### src/design/mpa_pkg.sv
`timescale 1ns / 1ps
// ----------------------------------------------------------------------------
// mpa_pkg
// Shared types and constants for the mask pattern pixel adjust pipeline.
// ----------------------------------------------------------------------------
package mpa_pkg;

  localparam int ChanW    = 8;
  localparam int DesatW   = 9;
  localparam int WhiteW   = 10;
  localparam int BlackW   = 8;
  localparam int NumLanes = 3;
  localparam int CfgIdxW  = 2;
  localparam int CfgDataW = 10;

  // Product widths along a lane
  localparam int PullProdW  = ChanW + DesatW;    // (peak - c) * desaturation
  localparam int LevelW     = ChanW + 2;         // c + pull, at most 509
  localparam int GainProdW  = LevelW + WhiteW;   // level * white_level
  localparam int ScaledW    = GainProdW - 8;     // after the /256
  localparam int SpanW      = BlackW + 1;        // 256 - black_level
  localparam int CompProdW  = ChanW + SpanW;     // n * (256 - black_level)

  localparam logic [ChanW-1:0] ChanMax   = 8'd255;
  localparam logic [SpanW-1:0] FullSpan  = 9'd256;
  localparam logic [DesatW-1:0] DesatFull = 9'd256;
  localparam logic [WhiteW-1:0] WhiteUnity = 10'd256;

  localparam logic [DesatW-1:0] DesatReset = 9'd0;
  localparam logic [WhiteW-1:0] WhiteReset = 10'd256;
  localparam logic [BlackW-1:0] BlackReset = 8'd0;

  typedef enum logic [CfgIdxW-1:0] {
    CfgMaskOnly = 2'd0,
    CfgDesat    = 2'd1,
    CfgWhite    = 2'd2,
    CfgBlack    = 2'd3
  } cfg_idx_e;

  typedef struct packed {
    logic [ChanW-1:0] red_in;
    logic [ChanW-1:0] green_in;
    logic [ChanW-1:0] blue_in;
    logic [ChanW-1:0] alpha_in;
  } pix_in_t;

  typedef struct packed {
    logic [ChanW-1:0] red_out;
    logic [ChanW-1:0] green_out;
    logic [ChanW-1:0] blue_out;
  } pix_out_t;

  typedef struct packed {
    logic              mask_only_mode;
    logic [DesatW-1:0] desaturation;
    logic [WhiteW-1:0] white_level;
    logic [BlackW-1:0] black_level;
  } cfg_t;

  // One channel as handed from the front stage to a lane
  typedef struct packed {
    logic [ChanW-1:0] chan;
    logic [ChanW-1:0] peak;
    logic             pull;
    logic             bypass;
  } lane_in_t;

  // Pipeline advance and per-stage occupancy, driven by the merge stage
  typedef struct packed {
    logic adv;
    logic v1;
    logic v2;
    logic v3;
  } pipe_ctl_t;

endpackage

### src/design/mask_pattern_pixel_adjust.sv
`timescale 1ns / 1ps
// ----------------------------------------------------------------------------
// mask_pattern_pixel_adjust
// A result passes the front register, the lane stages and the output register
// before it is offered. Throughput: one pixel per cycle while the output is not
// stalled; three channel lanes, one multiplier each per stage, five register stages in all.
// Backpressure stalls the whole pipe; in_ready_o follows the output register.
// Reset clears all stage valids and loads the register defaults.
// ----------------------------------------------------------------------------
module mask_pattern_pixel_adjust (
  input  logic                         clk_i,
  input  logic                         rst_ni,
  input  logic                         in_valid_i,
  output logic                         in_ready_o,
  input  mpa_pkg::pix_in_t             in_i,
  output logic                         out_valid_o,
  input  logic                         out_ready_i,
  output mpa_pkg::pix_out_t            out_o,
  input  logic                         cfg_we_i,
  input  logic [mpa_pkg::CfgIdxW-1:0]  cfg_idx_i,
  input  logic [mpa_pkg::CfgDataW-1:0] cfg_data_i
);

  mpa_pkg::cfg_t             cfg_d, cfg_q;
  mpa_pkg::pipe_ctl_t        ctl;
  mpa_pkg::lane_in_t         lane [mpa_pkg::NumLanes];
  logic [mpa_pkg::ChanW-1:0] res  [mpa_pkg::NumLanes];
  logic                      v0;

  always_comb begin
    cfg_d = cfg_q;
    if (cfg_we_i) begin
      case (mpa_pkg::cfg_idx_e'(cfg_idx_i))
        mpa_pkg::CfgMaskOnly: cfg_d.mask_only_mode = cfg_data_i[0];
        mpa_pkg::CfgDesat:    cfg_d.desaturation   = cfg_data_i[mpa_pkg::DesatW-1:0];
        mpa_pkg::CfgWhite:    cfg_d.white_level    = cfg_data_i[mpa_pkg::WhiteW-1:0];
        mpa_pkg::CfgBlack:    cfg_d.black_level    = cfg_data_i[mpa_pkg::BlackW-1:0];
        default:              cfg_d = cfg_q;
      endcase
    end
  end

  always_ff @(posedge clk_i or negedge rst_ni) begin
    if (!rst_ni) begin
      cfg_q.mask_only_mode <= 1'b0;
      cfg_q.desaturation   <= mpa_pkg::DesatReset;
      cfg_q.white_level    <= mpa_pkg::WhiteReset;
      cfg_q.black_level    <= mpa_pkg::BlackReset;
    end else begin
      cfg_q <= cfg_d;
    end
  end

  assign in_ready_o = ctl.adv;

  mpa_front u_front (
    .clk_i       (clk_i),
    .rst_ni      (rst_ni),
    .adv_i       (ctl.adv),
    .in_valid_i  (in_valid_i),
    .in_i        (in_i),
    .mask_only_i (cfg_q.mask_only_mode),
    .v0_o        (v0),
    .lane_o      (lane)
  );

  for (genvar g = 0; g < mpa_pkg::NumLanes; g++) begin : g_lane
    mpa_lane u_lane (
      .clk_i  (clk_i),
      .rst_ni (rst_ni),
      .ctl_i  (ctl),
      .cfg_i  (cfg_q),
      .lane_i (lane[g]),
      .res_o  (res[g])
    );
  end

  mpa_merge u_merge (
    .clk_i       (clk_i),
    .rst_ni      (rst_ni),
    .v0_i        (v0),
    .res_i       (res),
    .out_ready_i (out_ready_i),
    .ctl_o       (ctl),
    .out_valid_o (out_valid_o),
    .out_o       (out_o)
  );

endmodule

### src/design/mpa_front.sv
`timescale 1ns / 1ps
// ----------------------------------------------------------------------------
// mpa_front
// Input stage: finds the peak channel, marks channels to pull and the
// pass-through case, and registers one lane record per channel.
// ----------------------------------------------------------------------------
module mpa_front (
  input  logic                clk_i,
  input  logic                rst_ni,
  input  logic                adv_i,
  input  logic                in_valid_i,
  input  mpa_pkg::pix_in_t    in_i,
  input  logic                mask_only_i,
  output logic                v0_o,
  output mpa_pkg::lane_in_t   lane_o [mpa_pkg::NumLanes]
);

  logic [mpa_pkg::ChanW-1:0] ch [mpa_pkg::NumLanes];
  logic [mpa_pkg::ChanW-1:0] peak;
  logic                      bypass;
  logic                      v0_q;
  mpa_pkg::lane_in_t         lane_d [mpa_pkg::NumLanes];
  mpa_pkg::lane_in_t         lane_q [mpa_pkg::NumLanes];

  assign ch[0] = in_i.red_in;
  assign ch[1] = in_i.green_in;
  assign ch[2] = in_i.blue_in;

  always_comb begin
    peak = ch[0];
    if (ch[1] > peak) peak = ch[1];
    if (ch[2] > peak) peak = ch[2];
  end

  assign bypass = mask_only_i && (in_i.alpha_in == '0);

  // A gray pixel has every channel at the peak, so nothing is pulled.
  always_comb begin
    for (int z = 0; z < mpa_pkg::NumLanes; z++) begin
      lane_d[z].chan   = ch[z];
      lane_d[z].peak   = peak;
      lane_d[z].pull   = (ch[z] != peak);
      lane_d[z].bypass = bypass;
    end
  end

  always_ff @(posedge clk_i or negedge rst_ni) begin
    if (!rst_ni) begin
      v0_q <= 1'b0;
    end else if (adv_i) begin
      v0_q <= in_valid_i;
    end
  end

  always_ff @(posedge clk_i) begin
    if (adv_i) begin
      lane_q <= lane_d;
    end
  end

  assign v0_o   = v0_q;
  assign lane_o = lane_q;

endmodule

### src/design/mpa_lane.sv
`timescale 1ns / 1ps
// ----------------------------------------------------------------------------
// mpa_lane
// One channel's arithmetic: desaturation pull, gain with saturation and
// black-level compression, one multiplier per stage.
// ----------------------------------------------------------------------------
module mpa_lane (
  input  logic                      clk_i,
  input  logic                      rst_ni,
  input  mpa_pkg::pipe_ctl_t        ctl_i,
  input  mpa_pkg::cfg_t             cfg_i,
  input  mpa_pkg::lane_in_t         lane_i,
  output logic [mpa_pkg::ChanW-1:0] res_o
);

  // stage 1: pull product
  logic [mpa_pkg::ChanW-1:0]     diff;
  logic [mpa_pkg::PullProdW-1:0] prod1_d, prod1_q;
  logic [mpa_pkg::ChanW-1:0]     chan1_q;
  logic                          byp1_q;

  // stage 2: gain product
  logic [mpa_pkg::LevelW-1:0]    level;
  logic [mpa_pkg::GainProdW-1:0] prod2_d, prod2_q;
  logic [mpa_pkg::ChanW-1:0]     chan2_q;
  logic                          byp2_q;

  // stage 3: black-level compression
  logic [mpa_pkg::ScaledW-1:0]   scaled;
  logic [mpa_pkg::SpanW-1:0]     span;
  logic [mpa_pkg::CompProdW-1:0] prod3;
  logic                          sat3_d, sat3_q;
  logic [mpa_pkg::ChanW-1:0]     frac3_q;
  logic [mpa_pkg::ChanW-1:0]     chan3_q;
  logic                          byp3_q;

  assign diff    = lane_i.peak - lane_i.chan;
  assign prod1_d = lane_i.pull
                 ? (mpa_pkg::PullProdW'(diff) * mpa_pkg::PullProdW'(cfg_i.desaturation))
                 : '0;

  assign level   = mpa_pkg::LevelW'(chan1_q)
                 + mpa_pkg::LevelW'(prod1_q[mpa_pkg::PullProdW-1:8]);
  assign prod2_d = mpa_pkg::GainProdW'(level) * mpa_pkg::GainProdW'(cfg_i.white_level);

  assign scaled  = prod2_q[mpa_pkg::GainProdW-1:8];
  assign sat3_d  = |scaled[mpa_pkg::ScaledW-1:mpa_pkg::ChanW];
  assign span    = mpa_pkg::FullSpan - mpa_pkg::SpanW'(cfg_i.black_level);
  // n * span stays below 2^16 for n <= 255
  assign prod3   = mpa_pkg::CompProdW'(scaled[mpa_pkg::ChanW-1:0])
                 * mpa_pkg::CompProdW'(span);

  always_ff @(posedge clk_i) begin
    if (ctl_i.adv) begin
      prod1_q <= prod1_d;
      chan1_q <= lane_i.chan;
      byp1_q  <= lane_i.bypass;
      prod2_q <= prod2_d;
      chan2_q <= chan1_q;
      byp2_q  <= byp1_q;
      sat3_q  <= sat3_d;
      frac3_q <= prod3[2*mpa_pkg::ChanW-1:mpa_pkg::ChanW];
      chan3_q <= chan2_q;
      byp3_q  <= byp2_q;
    end
  end

  always_comb begin
    if (byp3_q) begin
      res_o = chan3_q;
    end else if (sat3_q) begin
      res_o = mpa_pkg::ChanMax;
    end else begin
      res_o = cfg_i.black_level + frac3_q;
    end
  end

  // Compression never wraps below the black level
  assert property (@(posedge clk_i) disable iff (!rst_ni)
    (ctl_i.v3 && !byp3_q && !sat3_q) |-> (res_o >= cfg_i.black_level))
    else $error("mpa_lane: compressed value wrapped below black level");

  // Pull of at most full strength and gain of at most unity cannot saturate
  assert property (@(posedge clk_i) disable iff (!rst_ni)
    (ctl_i.v2 && !byp2_q && cfg_i.desaturation <= mpa_pkg::DesatFull
     && cfg_i.white_level <= mpa_pkg::WhiteUnity)
    |-> (prod2_q[mpa_pkg::GainProdW-1:16] == '0))
    else $error("mpa_lane: unexpected saturation at unity gain");

endmodule

### src/design/mpa_merge.sv
`timescale 1ns / 1ps
// ----------------------------------------------------------------------------
// mpa_merge
// Tracks stage occupancy, drives the pipeline advance and gathers the
// three lane results into the registered output transaction.
// ----------------------------------------------------------------------------
module mpa_merge (
  input  logic                      clk_i,
  input  logic                      rst_ni,
  input  logic                      v0_i,
  input  logic [mpa_pkg::ChanW-1:0] res_i [mpa_pkg::NumLanes],
  input  logic                      out_ready_i,
  output mpa_pkg::pipe_ctl_t        ctl_o,
  output logic                      out_valid_o,
  output mpa_pkg::pix_out_t         out_o
);

  logic              v1_q, v2_q, v3_q, out_vld_q;
  logic              adv;
  mpa_pkg::pix_out_t out_d, out_q;

  // The whole pipe moves unless a finished pixel sits unclaimed at the output.
  assign adv = !out_vld_q || out_ready_i;

  assign out_d.red_out   = res_i[0];
  assign out_d.green_out = res_i[1];
  assign out_d.blue_out  = res_i[2];

  always_ff @(posedge clk_i or negedge rst_ni) begin
    if (!rst_ni) begin
      v1_q      <= 1'b0;
      v2_q      <= 1'b0;
      v3_q      <= 1'b0;
      out_vld_q <= 1'b0;
    end else if (adv) begin
      v1_q      <= v0_i;
      v2_q      <= v1_q;
      v3_q      <= v2_q;
      out_vld_q <= v3_q;
    end
  end

  always_ff @(posedge clk_i) begin
    if (adv) begin
      out_q <= out_d;
    end
  end

  assign ctl_o.adv   = adv;
  assign ctl_o.v1    = v1_q;
  assign ctl_o.v2    = v2_q;
  assign ctl_o.v3    = v3_q;
  assign out_valid_o = out_vld_q;
  assign out_o       = out_q;

  // A held pipe keeps every stage's occupancy
  assert property (@(posedge clk_i) disable iff (!rst_ni)
    !adv |=> $stable({v1_q, v2_q, v3_q, out_vld_q}))
    else $error("mpa_merge: stage occupancy changed during stall");

  // A pixel in the last lane stage reaches the output when the pipe moves
  assert property (@(posedge clk_i) disable iff (!rst_ni)
    (adv && v3_q) |=> out_vld_q)
    else $error("mpa_merge: pixel lost between last stage and output");

  // Stage 1 is loaded only from the front stage
  assert property (@(posedge clk_i) disable iff (!rst_ni)
    (adv && !v0_i) |=> !v1_q)
    else $error("mpa_merge: stage 1 filled without a transaction");

endmodule
### config.mk
export PLATFORM = sky130hd
export DESIGN_NAME = mask_pattern_pixel_adjust
export DESIGN_NICKNAME = d
export VERILOG_FILES = /design/src/design/mpa_pkg.sv /design/src/design/mask_pattern_pixel_adjust.sv /design/src/design/mpa_front.sv /design/src/design/mpa_lane.sv /design/src/design/mpa_merge.sv
export SDC_FILE = /design/constraint.sdc
export NUM_CORES = 2
export LEC_CHECK = 0
export BUFFER_PORTS_ARGS = -buffer_cell sky130_fd_sc_hd__buf_4
export CORE_ASPECT_RATIO = 0.8
export CORE_MARGIN = 8
export CORE_UTILIZATION = 56
export DETAILED_ROUTE_END_ITERATION = 12
export GPL_TIMING_DRIVEN = 0
export PLACE_DENSITY = 0.72
export REMOVE_ABC_BUFFERS = 1
export SYNTH_ARGS = -nofsm -noshare
export SYNTH_HDL_FRONTEND = slang
export SYNTH_SLANG_ARGS = --single-unit
### constraint.sdc
create_clock -name clk_i -period 23.1 [get_ports clk_i]
set_input_delay 4.62 -clock clk_i [delete_from_list [all_inputs] [get_ports clk_i]]
set_output_delay 4.62 -clock clk_i [all_outputs]
set_load 0.02 [all_outputs]
==> run_results.csv <==
group,metric,value,unit
clocking,clockRootBuffer,"clkbuf_16",
setup_path,crit_arrival,6.01,ns
route,drc_errors,0,
die,io_pins,75,
global_routing,met1_usage,0.314,
logic_synthesis,synth-simple-area-share,0.168,
cells_and_area,area_delta_synth_final,7.35,%
place,gp_congestion,0.848,
setup_path,crit_slowest_cell,"nand2b_4",
clocking,post-cts-setup-buffer-count,0,
timing,setup-violations-final,0,
setup_path,timing.critical_path.slowest_cell_delay,0.68,ns
flow_run,maxCapViolations,0,
timing,fin_worst_skew,0.0287,ns
setup_path,startpoint_type,"input port",
timing,hold_viol_final,0,
clocking,numCtsBuffers,30,
run_status,status,"complete, no violations",
hold_path,hold_class,"register to register",
route,drtAntennaViolNets,0,
global_routing,first_global_vias,23500,
logic_synthesis,synth_edf_count,225,
timing,rsz0062_at_grt,"false",
route,drt_iter0_drc,1258,
logic_synthesis,syn-instance-count,3409,
global_routing,grt_pass1_wl,122000,um
cells_and_area,nFillCells,4953,
timing,fmax,94.1,MHz
logic_synthesis,yosysUniqueCellTypes,72,
setup_path,crit_chain,"buf_4, nand2b_4, buf_16, buf_4",
global_routing,grt-ovfl-total,0,
route,wl,73400,um
die,die_y,235,um
setup_path,crit_path_frequent_cell,"buf_4",
global_routing,grtUsageTotal,0.215,
logic_synthesis,syn_area_per_cell,9.88,sq um
setup_path,cp_max_fo,60,
cells_and_area,diodes,0,
timing,period_share,0.460,
clocking,clk_path_buf_depth,3,
die,die_w,290,um
clocking,hold_buffers,0,
die,die_area,68300,sq um
timing,fin_crit,10.63,ns
die,fp-row-count,80,
timing,worstMarginPinSlew,1.37,ns
setup_path,worst-setup-path-type,"input port to output port",
logic_synthesis,yosysWarnings,0,
setup_path,critPathRequiredTime,18.48,ns
cells_and_area,final_nets,4357,
die,start_util,0.565,
clocking,cts_tree,"built",
setup_path,crit_family,"simple AND/OR/NAND/NOR gates",
clocking,clk_latency,0.59,ns
cells_and_area,layout-drive-gt1-share,0.0587,
die,core,59600,sq um
global_routing,busiest_layer,"met2",
clocking,cts_sinks,258,
logic_synthesis,synth.area.mux_share,0.0119,
cells_and_area,multi_input_area,23500,sq um
global_routing,grt_max_degree,65,
setup_path,crit_buf_inv,3,
logic_synthesis,ys_seq_elements,258,
clocking,path_clk_slew,0.06,ns
global_routing,grt_use_met2,0.336,
route,wire_per_inst,17.3,um
logic_synthesis,synth_xor_area_frac,0.0369,
place,dp_hpwl,57900,um
timing,finalMaxSlewViolations,0,
global_routing,antenna_found_initial,1,
logic_synthesis,synth-adder-area-share,0.422,
logic_synthesis,async_flop_share,0.128,
logic_synthesis,seq_area_frac_synth,0.225,
logic_synthesis,synth_top_family_by_area,"adder cells",
global_routing,met3_usage,0.0395,
timing,slew_headroom,0.0834,
route,viasPerCell,5.47,
setup_path,end_kind,"output port",
route,via_count,23200,
logic_synthesis,ys.flop_type,"edfxtp_1",
route,firstDrtPassIters,7,
logic_synthesis,synth-compound-area-share,0.0574,
place,port_buffers,74,
timing,tns,0,ns
clocking,htreeDepth,1,
logic_synthesis,synth_area,33700,sq um
cells_and_area,seq_area,7580,sq um
clocking,cts_resized,0,
-- synth_stat cells (7+ instances only) --
library cell,n,share of area
nand2b_1,40,0.0074
and2_1,330,0.061
and3_1,33,0.0061
o21bai_1,10,0.0022
nor4_1,10,0.0019
edfxtp_1,225,0.20
fa_1,435,0.26
nor2_1,113,0.013
o21ai_0,70,0.010
clkbuf_1,81,0.0090
nor2b_1,52,0.0097
mux2_2,33,0.011
buf_1,9,0.0010
dfrtp_1,32,0.024
or2_2,7,0.0013
a21boi_0,13,0.0029
nor3b_1,24,0.0054
o21ai_1,7,0.0010
xor2_1,43,0.011
nand3b_1,7,0.0016
xnor2_1,99,0.026
a21o_1,21,0.0047
ha_1,440,0.16
or3_1,13,0.0024
nand4_1,7,0.0013
nand2_1,347,0.039
nor3_1,28,0.0042
nand3_1,43,0.0064
or3b_2,10,0.0026
inv_1,612,0.068
a21oi_1,109,0.016
o21a_1,18,0.0040
-- stage by stage --
step | area (sq um) | hold WS, ns | util | worst slack, ns | cells
global route | 36100 | 0.424 | 0.607 | 12.37 | 4236
floorplan | 33300 | 0.400 | - | 8.22 | 3317
CTS | 36100 | 0.420 | 0.607 | 12.45 | 4236
global placement | 34900 | 0.401 | 0.585 | 4.99 | 4170
finish | 36100 | 0.415 | 0.607 | 12.47 | 4236
detailed placement | 35100 | 0.405 | 0.590 | 12.45 | 4180
-- logic make-up after synthesis --
kind of cell    after synthesis
simple gates               1084
buf+inv                     704
xor+xnor                    142
fa+ha+maj                   875
mux                          36
compound gates              310
flops                       258
-- path summary, 6_finish.rpt --
| path | from | end | slack (ns) | cells past startpoint |
|---|---|---|---|---|
| setup / recovery | out_ready_i | in_ready_o | 12.47 | 4 |
| hold / removal | g_lane[0].u_lane.chan2_q[5]$_DFFE_PP_ | g_lane[0].u_lane.chan3_q[5]$_DFFE_PP_ | 0.41 | 0 |
| setup reg to reg | g_lane[0].u_lane.chan1_q[2]$_DFFE_PP_ | g_lane[0].u_lane.prod2_q[19]$_DFFE_PP_ | 15.29 | 24 |
| hold reg to reg | g_lane[0].u_lane.chan2_q[5]$_DFFE_PP_ | g_lane[0].u_lane.chan3_q[5]$_DFFE_PP_ | 0.41 | 0 |
| max in group asynchronous | rst_ni | cfg_q[16]$_DFFE_PN1P_ | 18.75 | 1 |
| min in group asynchronous | rst_ni | cfg_q[20]$_DFFE_PN0P_ | 4.00 | 1 |
-- cell usage in the layout (no fill, tap or decap), types with 10 or more instances in the layout --
cell,instances
nand3_1,43
nor2b_1,52
o21bai_1,10
mux2_2,33
or3b_2,10
nand2b_1,39
nor4_1,10
dfrtp_1,32
inv_1,612
or3_1,13
nor2_1,113
and2_1,330
nor3b_1,24
fa_1,435
and3_1,33
a21boi_0,13
ha_1,440
buf_4,74
a21o_1,21
nor3_1,27
nand2_1,347
xor2_1,41
o21a_1,18
o21ai_0,70
xnor2_1,95
edfxtp_1,225
a21oi_1,109
clkbuf_16,35
-- flip-flops by register name (all words and copies together) (netlist names), 3 cells and up --
register / cells
cfg_q: 28
g_lane.u_lane.chan1_q: 24
g_lane.u_lane.chan2_q: 24
g_lane.u_lane.chan3_q: 24
g_lane.u_lane.frac3_q: 24
g_lane.u_lane.prod1_q: 27
g_lane.u_lane.prod2_q: 36
g_lane.u_lane.sat3_q: 3
u_front.lane_o: 36
u_merge.out_o: 24
-- layout make-up --
class	instances	share of cell area
clock buffers	40	0.0250
multi-input cells	2447	0.650
flip-flops and latches	258	0.210
well taps	779	0.0270
repair buffers	84	0.0211
clock inverters	16	0.00322
inverters	612	0.0636
-- per-layer routing --
layer / vias to the layer above / part of all wire
met5: - / 0.00016
li1: 11000 / -
met4: 2 / 0.021
met2: 675 / 0.43
met1: 11400 / 0.47
met3: 92 / 0.074
Power is not shown: default switching activity piles up to over one toggle a cycle in this logic, so the estimate is an artifact.
